`config.mk`:
```
export PLATFORM = sky130hd
export DESIGN_NAME = rgb_uniform_quantizer_error_stats
export DESIGN_NICKNAME = d
export VERILOG_FILES = /design/src/rqes_pkg.sv /design/src/rqes_front.sv /design/src/rqes_fifo.sv /design/src/rqes_back.sv /design/src/rgb_uniform_quantizer_error_stats.sv
export SDC_FILE = /design/constraint.sdc
export NUM_CORES = 2
export LEC_CHECK = 0
export ABC_AREA = 1
export BUFFER_PORTS_ARGS = -buffer_cell sky130_fd_sc_hd__buf_2
export CORE_ASPECT_RATIO = 1.2
export CORE_MARGIN = 3
export CORE_UTILIZATION = 30
export DETAILED_ROUTE_END_ITERATION = 10
export PLACE_DENSITY = 0.44
export SLEW_MARGIN = 25
export SYNTH_ARGS = -nofsm -noshare
export SYNTH_HDL_FRONTEND = slang
export SYNTH_SLANG_ARGS = --single-unit
```
`constraint.sdc`:
```
create_clock -name clk -period 63.3 [get_ports clk]
set_input_delay 12.66 -clock clk [delete_from_list [all_inputs] [get_ports clk]]
set_output_delay 12.66 -clock clk [all_outputs]
set_load 0.005 [all_outputs]
```
`src/rqes_pkg.sv`:
```
// Shared types and constants for the RGB quantizer with error statistics.
package rqes_pkg;

  localparam int NUM_CH   = 3;
  localparam int PIX_W    = 8;
  localparam int BITS_W   = 5;
  localparam int CFG_IDX_W = 2;
  localparam int ERRSQ_W  = 15;  // |v - q| never exceeds 128
  localparam int ENSQ_W   = 16;
  localparam int ERR_OUT_W = 39;
  localparam int EN_OUT_W  = 40;
  localparam int CNT_OUT_W = 25;

  // Per-channel index into the packed lane arrays
  localparam int CH_RED   = 0;
  localparam int CH_GREEN = 1;
  localparam int CH_BLUE  = 2;

  // Configuration register indexes
  typedef enum logic [CFG_IDX_W-1:0] {
    CFG_RED_BITS   = 2'd0,
    CFG_GREEN_BITS = 2'd1,
    CFG_BLUE_BITS  = 2'd2
  } cfg_idx_t;

  // One classified pixel as it travels from the front end to the back end
  typedef struct packed {
    logic [NUM_CH-1:0][PIX_W-1:0]   quant;
    logic [NUM_CH-1:0][ERRSQ_W-1:0] err_sq;
    logic [NUM_CH-1:0][ENSQ_W-1:0]  en_sq;
    logic                           last;
  } pix_item_t;

endpackage

```
`src/rqes_front.sv`:
```
// Front end: configuration registers, per-channel quantizer and square terms.
module rqes_front (
  input  logic                                clk,
  input  logic                                rst_n,
  input  logic                                cfg_we,
  input  logic [rqes_pkg::CFG_IDX_W-1:0]      cfg_index,
  input  logic [rqes_pkg::BITS_W-1:0]         cfg_wdata,
  input  logic                                in_valid,
  output logic                                in_stall,
  input  logic [rqes_pkg::PIX_W-1:0]          in_red_in,
  input  logic [rqes_pkg::PIX_W-1:0]          in_green_in,
  input  logic [rqes_pkg::PIX_W-1:0]          in_blue_in,
  input  logic                                in_last_pixel,
  input  logic                                q_full,
  output logic                                q_push,
  output rqes_pkg::pix_item_t                 q_item
);

  logic [rqes_pkg::NUM_CH-1:0][rqes_pkg::BITS_W-1:0] bits_r;
  logic [rqes_pkg::NUM_CH-1:0][rqes_pkg::BITS_W-1:0] bits_nxt;
  logic [rqes_pkg::NUM_CH-1:0][rqes_pkg::PIX_W-1:0]  pix;

  // Midpoint of the value's interval; eight or more bits is identity
  function automatic logic [rqes_pkg::PIX_W-1:0] quantize(
    input logic [rqes_pkg::PIX_W-1:0]  v,
    input logic [rqes_pkg::BITS_W-1:0] b
  );
    logic [rqes_pkg::PIX_W:0]   w;
    logic [rqes_pkg::PIX_W-1:0] low_mask;
    logic [rqes_pkg::PIX_W-1:0] half;
    w        = (rqes_pkg::PIX_W+1)'(256) >> b[2:0];
    low_mask = rqes_pkg::PIX_W'(w - (rqes_pkg::PIX_W+1)'(1));
    half     = rqes_pkg::PIX_W'(w >> 1);
    if (b >= rqes_pkg::BITS_W'(8)) begin
      quantize = v;
    end else begin
      quantize = (v & ~low_mask) + half;
    end
  endfunction

  // Register write decode
  always_comb begin
    bits_nxt = bits_r;
    if (cfg_we) begin
      unique case (cfg_index)
        rqes_pkg::CFG_RED_BITS:   bits_nxt[rqes_pkg::CH_RED]   = cfg_wdata;
        rqes_pkg::CFG_GREEN_BITS: bits_nxt[rqes_pkg::CH_GREEN] = cfg_wdata;
        rqes_pkg::CFG_BLUE_BITS:  bits_nxt[rqes_pkg::CH_BLUE]  = cfg_wdata;
        default: ;
      endcase
    end
  end

  always_ff @(posedge clk) begin
    if (!rst_n) begin
      bits_r <= {rqes_pkg::NUM_CH{rqes_pkg::BITS_W'(8)}};
    end else begin
      bits_r <= bits_nxt;
    end
  end

  assign pix[rqes_pkg::CH_RED]   = in_red_in;
  assign pix[rqes_pkg::CH_GREEN] = in_green_in;
  assign pix[rqes_pkg::CH_BLUE]  = in_blue_in;

  // Quantize and square each lane
  always_comb begin
    logic [rqes_pkg::PIX_W-1:0] q;
    logic [rqes_pkg::PIX_W-1:0] d;
    q_item.last = in_last_pixel;
    for (int c = 0; c < rqes_pkg::NUM_CH; c++) begin
      q = quantize(pix[c], bits_r[c]);
      d = (pix[c] >= q) ? (pix[c] - q) : (q - pix[c]);
      q_item.quant[c]  = q;
      q_item.err_sq[c] = rqes_pkg::ERRSQ_W'(d * d);
      q_item.en_sq[c]  = rqes_pkg::ENSQ_W'(pix[c]) * rqes_pkg::ENSQ_W'(pix[c]);
    end
  end

  // Transaction goes straight into the queue
  assign in_stall = q_full;
  assign q_push   = in_valid && !q_full;

endmodule

```
`src/rqes_fifo.sv`:
```
// Short queue between the front and back ends.
module rqes_fifo #(
  parameter int DEPTH = 4
) (
  input  logic                clk,
  input  logic                rst_n,
  input  logic                push,
  input  rqes_pkg::pix_item_t push_item,
  output logic                full,
  input  logic                pop,
  output logic                empty,
  output rqes_pkg::pix_item_t pop_item
);

  localparam int PTR_W = (DEPTH > 1) ? $clog2(DEPTH) : 1;
  localparam int CNT_W = $clog2(DEPTH + 1);

  rqes_pkg::pix_item_t mem_r [DEPTH];
  logic [PTR_W-1:0]    wr_ptr_r, wr_ptr_nxt;
  logic [PTR_W-1:0]    rd_ptr_r, rd_ptr_nxt;
  logic [CNT_W-1:0]    count_r, count_nxt;

  assign full     = (count_r == CNT_W'(DEPTH));
  assign empty    = (count_r == '0);
  assign pop_item = mem_r[rd_ptr_r];

  // Pointer wrap and occupancy
  always_comb begin
    wr_ptr_nxt = wr_ptr_r;
    rd_ptr_nxt = rd_ptr_r;
    count_nxt  = count_r;
    if (push) begin
      wr_ptr_nxt = (wr_ptr_r == PTR_W'(DEPTH - 1)) ? '0 : wr_ptr_r + PTR_W'(1);
    end
    if (pop) begin
      rd_ptr_nxt = (rd_ptr_r == PTR_W'(DEPTH - 1)) ? '0 : rd_ptr_r + PTR_W'(1);
    end
    if (push && !pop) begin
      count_nxt = count_r + CNT_W'(1);
    end else if (pop && !push) begin
      count_nxt = count_r - CNT_W'(1);
    end
  end

  always_ff @(posedge clk) begin
    if (!rst_n) begin
      wr_ptr_r <= '0;
      rd_ptr_r <= '0;
      count_r  <= '0;
    end else begin
      wr_ptr_r <= wr_ptr_nxt;
      rd_ptr_r <= rd_ptr_nxt;
      count_r  <= count_nxt;
    end
  end

  // Storage
  always_ff @(posedge clk) begin
    if (push) begin
      mem_r[wr_ptr_r] <= push_item;
    end
  end

endmodule

```
`src/rqes_back.sv`:
```
// Back end: saturating frame accumulators and the result register.
module rqes_back #(
  parameter int MAX_PIXELS_LOG2 = 24
) (
  input  logic                                          clk,
  input  logic                                          rst_n,
  input  logic                                          q_empty,
  input  rqes_pkg::pix_item_t                           q_item,
  output logic                                          q_pop,
  output logic                                          out_valid,
  input  logic                                          out_stall,
  output logic [rqes_pkg::PIX_W-1:0]                    out_red_out,
  output logic [rqes_pkg::PIX_W-1:0]                    out_green_out,
  output logic [rqes_pkg::PIX_W-1:0]                    out_blue_out,
  output logic                                          out_frame_done,
  output logic [rqes_pkg::ERR_OUT_W-1:0]                out_error_red,
  output logic [rqes_pkg::ERR_OUT_W-1:0]                out_error_green,
  output logic [rqes_pkg::ERR_OUT_W-1:0]                out_error_blue,
  output logic [rqes_pkg::EN_OUT_W-1:0]                 out_energy_red,
  output logic [rqes_pkg::EN_OUT_W-1:0]                 out_energy_green,
  output logic [rqes_pkg::EN_OUT_W-1:0]                 out_energy_blue,
  output logic [rqes_pkg::CNT_OUT_W-1:0]                out_pixel_total
);

  // Accumulator widths follow from the saturation limits
  localparam int ERR_W = MAX_PIXELS_LOG2 + 15;
  localparam int EN_W  = MAX_PIXELS_LOG2 + 16;
  localparam int CNT_W = MAX_PIXELS_LOG2 + 1;
  localparam logic [ERR_W-1:0] ERR_LIMIT = ERR_W'(16384) << MAX_PIXELS_LOG2;
  localparam logic [EN_W-1:0]  EN_LIMIT  = EN_W'(65025) << MAX_PIXELS_LOG2;
  localparam logic [CNT_W-1:0] CNT_LIMIT = CNT_W'(1) << MAX_PIXELS_LOG2;

  localparam int NCH = rqes_pkg::NUM_CH;

  logic [NCH-1:0][ERR_W-1:0] err_acc_r, err_acc_nxt, err_sum;
  logic [NCH-1:0][EN_W-1:0]  en_acc_r, en_acc_nxt, en_sum;
  logic [CNT_W-1:0]          cnt_r, cnt_nxt, cnt_sum;
  logic                      out_valid_r;

  logic [NCH-1:0][rqes_pkg::PIX_W-1:0]     quant_r;
  logic                                    done_r;
  logic [NCH-1:0][rqes_pkg::ERR_OUT_W-1:0] err_out_r;
  logic [NCH-1:0][rqes_pkg::EN_OUT_W-1:0]  en_out_r;
  logic [rqes_pkg::CNT_OUT_W-1:0]          cnt_out_r;

  // Take from the queue whenever the result register is free or draining
  assign q_pop = !q_empty && (!out_valid_r || !out_stall);

  // Saturating sums including the current pixel
  always_comb begin
    logic [ERR_W:0]  es;
    logic [EN_W:0]   ns;
    logic [CNT_W:0]  cs;
    for (int c = 0; c < NCH; c++) begin
      es = {1'b0, err_acc_r[c]} + (ERR_W+1)'(q_item.err_sq[c]);
      ns = {1'b0, en_acc_r[c]} + (EN_W+1)'(q_item.en_sq[c]);
      err_sum[c] = (es > {1'b0, ERR_LIMIT}) ? ERR_LIMIT : es[ERR_W-1:0];
      en_sum[c]  = (ns > {1'b0, EN_LIMIT}) ? EN_LIMIT : ns[EN_W-1:0];
    end
    cs = {1'b0, cnt_r} + (CNT_W+1)'(1);
    cnt_sum = (cs > {1'b0, CNT_LIMIT}) ? CNT_LIMIT : cs[CNT_W-1:0];
  end

  // Accumulators clear after the last pixel of a frame
  always_comb begin
    err_acc_nxt = err_acc_r;
    en_acc_nxt  = en_acc_r;
    cnt_nxt     = cnt_r;
    if (q_pop) begin
      if (q_item.last) begin
        err_acc_nxt = '0;
        en_acc_nxt  = '0;
        cnt_nxt     = '0;
      end else begin
        err_acc_nxt = err_sum;
        en_acc_nxt  = en_sum;
        cnt_nxt     = cnt_sum;
      end
    end
  end

  always_ff @(posedge clk) begin
    if (!rst_n) begin
      err_acc_r   <= '0;
      en_acc_r    <= '0;
      cnt_r       <= '0;
      out_valid_r <= 1'b0;
    end else begin
      err_acc_r <= err_acc_nxt;
      en_acc_r  <= en_acc_nxt;
      cnt_r     <= cnt_nxt;
      if (q_pop) begin
        out_valid_r <= 1'b1;
      end else if (!out_stall) begin
        out_valid_r <= 1'b0;
      end
    end
  end

  // Result payload; statistics are zero except on the last pixel
  always_ff @(posedge clk) begin
    if (q_pop) begin
      quant_r <= q_item.quant;
      done_r  <= q_item.last;
      for (int c = 0; c < NCH; c++) begin
        err_out_r[c] <= q_item.last ? rqes_pkg::ERR_OUT_W'(err_sum[c]) : '0;
        en_out_r[c]  <= q_item.last ? rqes_pkg::EN_OUT_W'(en_sum[c]) : '0;
      end
      cnt_out_r <= q_item.last ? rqes_pkg::CNT_OUT_W'(cnt_sum) : '0;
    end
  end

  assign out_valid        = out_valid_r;
  assign out_red_out      = quant_r[rqes_pkg::CH_RED];
  assign out_green_out    = quant_r[rqes_pkg::CH_GREEN];
  assign out_blue_out     = quant_r[rqes_pkg::CH_BLUE];
  assign out_frame_done   = done_r;
  assign out_error_red    = err_out_r[rqes_pkg::CH_RED];
  assign out_error_green  = err_out_r[rqes_pkg::CH_GREEN];
  assign out_error_blue   = err_out_r[rqes_pkg::CH_BLUE];
  assign out_energy_red   = en_out_r[rqes_pkg::CH_RED];
  assign out_energy_green = en_out_r[rqes_pkg::CH_GREEN];
  assign out_energy_blue  = en_out_r[rqes_pkg::CH_BLUE];
  assign out_pixel_total  = cnt_out_r;

endmodule

```
`src/rgb_uniform_quantizer_error_stats.sv`:
```
// Top level of the RGB uniform quantizer with per-frame error statistics.
//
//   Port group  Direction  Handshake          Transaction
//   in_*        input      in_valid/in_stall  one RGB pixel plus frame-end flag
//   out_*       output     out_valid/out_stall  quantized pixel plus frame sums
//   cfg_*       input      cfg_we             bit count for one channel
//
// One pixel per clock sustained while out_stall is low; an accepted pixel passes
// through the queue, then the result register, before it is presented on out_*.
// The four-entry queue absorbs output stalls; in_stall rises only when it is full.
// Reset (synchronous, rst_n low) sets all bit counts to 8, clears sums and queue.
module rgb_uniform_quantizer_error_stats #(
  parameter int MAX_PIXELS_LOG2 = 24,
  parameter int QUEUE_DEPTH     = 4
) (
  input  logic                              clk,
  input  logic                              rst_n,
  input  logic                              cfg_we,
  input  logic [rqes_pkg::CFG_IDX_W-1:0]    cfg_index,
  input  logic [rqes_pkg::BITS_W-1:0]       cfg_wdata,
  input  logic                              in_valid,
  output logic                              in_stall,
  input  logic [rqes_pkg::PIX_W-1:0]        in_red_in,
  input  logic [rqes_pkg::PIX_W-1:0]        in_green_in,
  input  logic [rqes_pkg::PIX_W-1:0]        in_blue_in,
  input  logic                              in_last_pixel,
  output logic                              out_valid,
  input  logic                              out_stall,
  output logic [rqes_pkg::PIX_W-1:0]        out_red_out,
  output logic [rqes_pkg::PIX_W-1:0]        out_green_out,
  output logic [rqes_pkg::PIX_W-1:0]        out_blue_out,
  output logic                              out_frame_done,
  output logic [rqes_pkg::ERR_OUT_W-1:0]    out_error_red,
  output logic [rqes_pkg::ERR_OUT_W-1:0]    out_error_green,
  output logic [rqes_pkg::ERR_OUT_W-1:0]    out_error_blue,
  output logic [rqes_pkg::EN_OUT_W-1:0]     out_energy_red,
  output logic [rqes_pkg::EN_OUT_W-1:0]     out_energy_green,
  output logic [rqes_pkg::EN_OUT_W-1:0]     out_energy_blue,
  output logic [rqes_pkg::CNT_OUT_W-1:0]    out_pixel_total
);

  logic                q_full;
  logic                q_empty;
  logic                q_push;
  logic                q_pop;
  rqes_pkg::pix_item_t push_item;
  rqes_pkg::pix_item_t pop_item;

  // Classify and quantize
  rqes_front u_front (
    .clk           (clk),
    .rst_n         (rst_n),
    .cfg_we        (cfg_we),
    .cfg_index     (cfg_index),
    .cfg_wdata     (cfg_wdata),
    .in_valid      (in_valid),
    .in_stall      (in_stall),
    .in_red_in     (in_red_in),
    .in_green_in   (in_green_in),
    .in_blue_in    (in_blue_in),
    .in_last_pixel (in_last_pixel),
    .q_full        (q_full),
    .q_push        (q_push),
    .q_item        (push_item)
  );

  // Decoupling queue
  rqes_fifo #(
    .DEPTH (QUEUE_DEPTH)
  ) u_fifo (
    .clk       (clk),
    .rst_n     (rst_n),
    .push      (q_push),
    .push_item (push_item),
    .full      (q_full),
    .pop       (q_pop),
    .empty     (q_empty),
    .pop_item  (pop_item)
  );

  // Accumulate and report
  rqes_back #(
    .MAX_PIXELS_LOG2 (MAX_PIXELS_LOG2)
  ) u_back (
    .clk              (clk),
    .rst_n            (rst_n),
    .q_empty          (q_empty),
    .q_item           (pop_item),
    .q_pop            (q_pop),
    .out_valid        (out_valid),
    .out_stall        (out_stall),
    .out_red_out      (out_red_out),
    .out_green_out    (out_green_out),
    .out_blue_out     (out_blue_out),
    .out_frame_done   (out_frame_done),
    .out_error_red    (out_error_red),
    .out_error_green  (out_error_green),
    .out_error_blue   (out_error_blue),
    .out_energy_red   (out_energy_red),
    .out_energy_green (out_energy_green),
    .out_energy_blue  (out_energy_blue),
    .out_pixel_total  (out_pixel_total)
  );

endmodule
```
==> impl_results.md <==
* Setup ws final at 42.51 ns
* Lkg Pwr at between 30 and 40 nW
* Final period util at between 30% and 40%
* Area leader, netlist: edfxtp_1
* R2r setup slk at 54.13 ns
* Placer Congestion at a little over 0.9
* Worst setup EP type: register
* # rows at about 180
* Longest Clk Path Bufs at 3
* Final TNS setup at 0 ns
* Startpoint types: input pin
* Status: finished, final reports clean
* WHS Endpoint: u_front.bits_r[13]$_SDFFE_PN1P_
* Chip height at 511 um
* Capturing point of the worst reg2reg path: u_fifo.mem_r[2][93]$_DFFE_PP_
* Hold Path Class: register to register
* Largest cells by area after synthesis: edfxtp_1, nand2_1, dfxtp_1
* Final setup skew at approximately 0.032 ns
* Setup bufs post-CTS at 0
* Drt drc at 0
* Top achievable clock speed at a little under 50 MHz
* HPWL after DPL at 148000 um
* Chip Width at approximately 430 um
* GRT overflow at 0
* Overall routed net length at between 200000 and 250000 um
* DRT Pass-1 Iters at 6
* Mapped Avg Cell Area at between 8 and 9 sq um
* Vias in the first global route at 52300
* Synth Register Bits at between 1000 and 1500
* Max-Slew Margin vs Limit at 34.4%
* Area grow syn2layout at 13.2%
* Layout Cells excl Fill at ~11000
* Largest net degree at the start of global routing at 167
* Synth top area share at roughly 35%
* Hold_sp: u_front.bits_r[13]$_SDFFE_PN1P_
* CTS Buf Count at about 120
* Hold buffer count at cts at 0
* Critical path class: input pin to register
* IO Pins at between 300 and 400
* Crit-path max FO at 11
* Final ANT Viol Nets at 0
* Final hold violations at 0
* RSZ-0062 raised after global routing: no
* Syn Inst Count at between 7000 and 8000
* Starting Density at between 30% and 40%
* Tmin final at ~21 ns
* Initial antenna violation count at 23
* PwrDens at roughly 58 nW/um^2
* Core Region at roughly 210000 sq um
* Post-synth EDFFs at roughly 740
* Clock latency on the worst-skew pair at a little under 0.8 ns
* Mapped Area at 63800 sq um
* Port Buf Inserts at between 300 and 400
* Placed inst area at ~70000 sq um
* Place WS at around 42 ns
* FF-to-FF Start: u_front.bits_r[12]$_SDFFE_PN0P_
* Vias per cell at roughly 4.8
* Fin nets at a little under 9000
* Die area at approximately 220000 sq um
* Vias at between 50000 and 60000
* Worst r2r path cells at 34
* Final Max Slew Viols at 0
* Sequential fraction of the synthesis area at between 40% and 50%
* Cts repair resizes at 0
* VDD IR max at a little under 60 uV
* Post-synth cell types at 64
* Clock slew at reported path FFs at approximately 0.06 ns
* Gr usage total at between 15 and 20%
* Root buf cell: clkbuf_16
* CTS tree: done
* H-tree levels at 3
* Crit path required time at 63.77 ns
* Worst path slowest cell: fa_1
* First-pass GRT wire length at just over 300000 um
* Placed cell count at approximately 11000
* WHS Path Cells at 2
* Slowest cell delay on critical path at 0.55 ns
* DR iter-0 viols at roughly 3400
* Worst path arrival time at between 20 and 25 ns
* Synth Warn # at 0
* Final instance area at a little over 70000 sq um
* Final setup violation count at 0
* Fraction of registers with async set/reset at 0%
* Top delay family on crit path: adder cells
* Post-synth top flop: edfxtp_1
* Routed WL per cell at ~18 um
* Max Cap Violations at 0
* Tightest Pin Transition at between 0.9 and 1 ns
* Worst Path Buf+Inv at 6
* Clock sinks at ~1000
* Layout cells sized above 1 at between 8 and 9%
## cell families after synthesis
| kind of cell | Yosys count | synth area share [%] |
|---|---|---|
| xor gates and xnor gates | 214 | 2.94 |
| and+or+nand+nor | 3840 | 25.4 |
| buffers and inverters | 1347 | 8.14 |
| DFF | 1022 | 43.6 |
| muxes | 2 | 0.0314 |
| other | 1 | 0.00588 |
| adders and majority gates | 491 | 11.5 |
| AOI/OAI and AO/OA | 1008 | 8.37 |
## cells in the mapped netlist, types with 23 or more instances
cell type	number
nand4_1	184
clkbuf_1	224
a21oi_1	467
ha_1	331
nor2_1	929
inv_1	1027
nand3_1	497
edfxtp_1	735
inv_2	23
dfxtp_1	287
buf_2	46
o22ai_1	111
o21ai_0	355
fa_1	160
nand2_1	1939
nor3_1	152
xor2_1	164
nand3b_1	45
xnor2_1	50
## power breakdown
group | internal, mW | total (mW) | switching [mW]
Combinational | 0.680 | 2.21 | 1.53
Sequential | 1.19 | 1.25 | 0.0654
Clock | 0.405 | 0.701 | 0.296
Total | 2.27 | 4.17 | 1.89
## metrics by stage
stage                     utilization [%]  power [mW]  hold slack [ns]
after floorplan                         -        2.82            0.430
after global placement               32.4        3.49            0.441
after detailed placement             32.4        3.51            0.447
after CTS                            34.3        4.24            0.462
after global routing                 34.3        4.56            0.486
final                                34.3        4.17            0.459
## worst max path at each step
stage / slack [ns] / depth (start not counted) / end / startpoint
2_1_floorplan: 31.54 / 9 / u_back.en_acc_r[109]$_SDFFE_PN0P_ / out_stall
3_3_place_gp: 41.88 / 36 / u_fifo.mem_r[0][93]$_DFFE_PP_ / in_blue_in[1]
3_5_place_dp: 41.70 / 36 / u_fifo.mem_r[0][93]$_DFFE_PP_ / in_blue_in[1]
4_1_cts: 42.55 / 36 / u_fifo.mem_r[2][93]$_DFFE_PP_ / in_blue_in[1]
5_1_grt: 41.92 / 36 / u_fifo.mem_r[2][93]$_DFFE_PP_ / in_blue_in[1]
6_report: 42.51 / 36 / u_fifo.mem_r[2][93]$_DFFE_PP_ / in_blue_in[1]
## per-layer routing
metal	vias to the layer above	global-route usage (%)	share of wire, %
li1	26500	-	-
met2	961	30.1	46
met3	226	2.45	4.4
met4	6	5.13	2.6
met1	25100	24.7	47
met5	-	0	0.020
## flip-flops by register name, indices dropped and copies added, names as in the netlist, 2 cells and up, named ones only
| name | cells |
|---|---|
| u_back.out_green_out | 8 |
| u_back.out_energy_blue | 40 |
| u_back.out_energy_green | 40 |
| u_back.out_error_blue | 39 |
| u_back.en_acc_r | 120 |
| u_back.out_error_green | 39 |
| u_back.err_acc_r | 117 |
| u_front.bits_r | 15 |
| u_back.out_error_red | 39 |
| u_fifo.rd_ptr_r | 2 |
| u_back.cnt_r | 25 |
| u_back.out_pixel_total | 25 |
| u_fifo.mem_r | 448 |
| u_back.out_energy_red | 40 |
| u_fifo.count_r | 3 |
| u_back.out_blue_out | 8 |
| u_fifo.wr_ptr_r | 2 |
| u_back.out_red_out | 8 |
## worst register-to-register path: cells and delay by family (launching register included)
family,cells,cell delay (ns)
AO/OA/AOI/OAI,12,2.89
XOR/XNOR,2,0.36
AND/OR/NAND/NOR,8,1.32
buffers and inverters,5,0.67
flip-flops,1,0.46
adder cells (fa/ha/maj),7,3.23
## placed cells by master (no fill, tap or decap), drive strengths merged, types with 287 or more instances in the layout
cell    instances
a21oi         468
ha            331
o21ai         377
inv          1061
edfxtp        735
dfxtp         287
buf           371
nand2        1944
nand3         499
nor2          942
## final cells by class
| cell class | instances | area [sq um] |
|---|---|---|
| inverters | 1053 | 3990 |
| repair buffers | 371 | 2030 |
| fillers | 22400 | 138000 |
| diodes | 16 | 40.0 |
| multi-input cells | 5557 | 30900 |
| clock buffers | 149 | 3140 |
| well taps | 2790 | 3490 |
| flip-flops and latches | 1022 | 27800 |
| clock inverters | 71 | 803 |
Note: power is estimated with default switching activity, not from simulation.
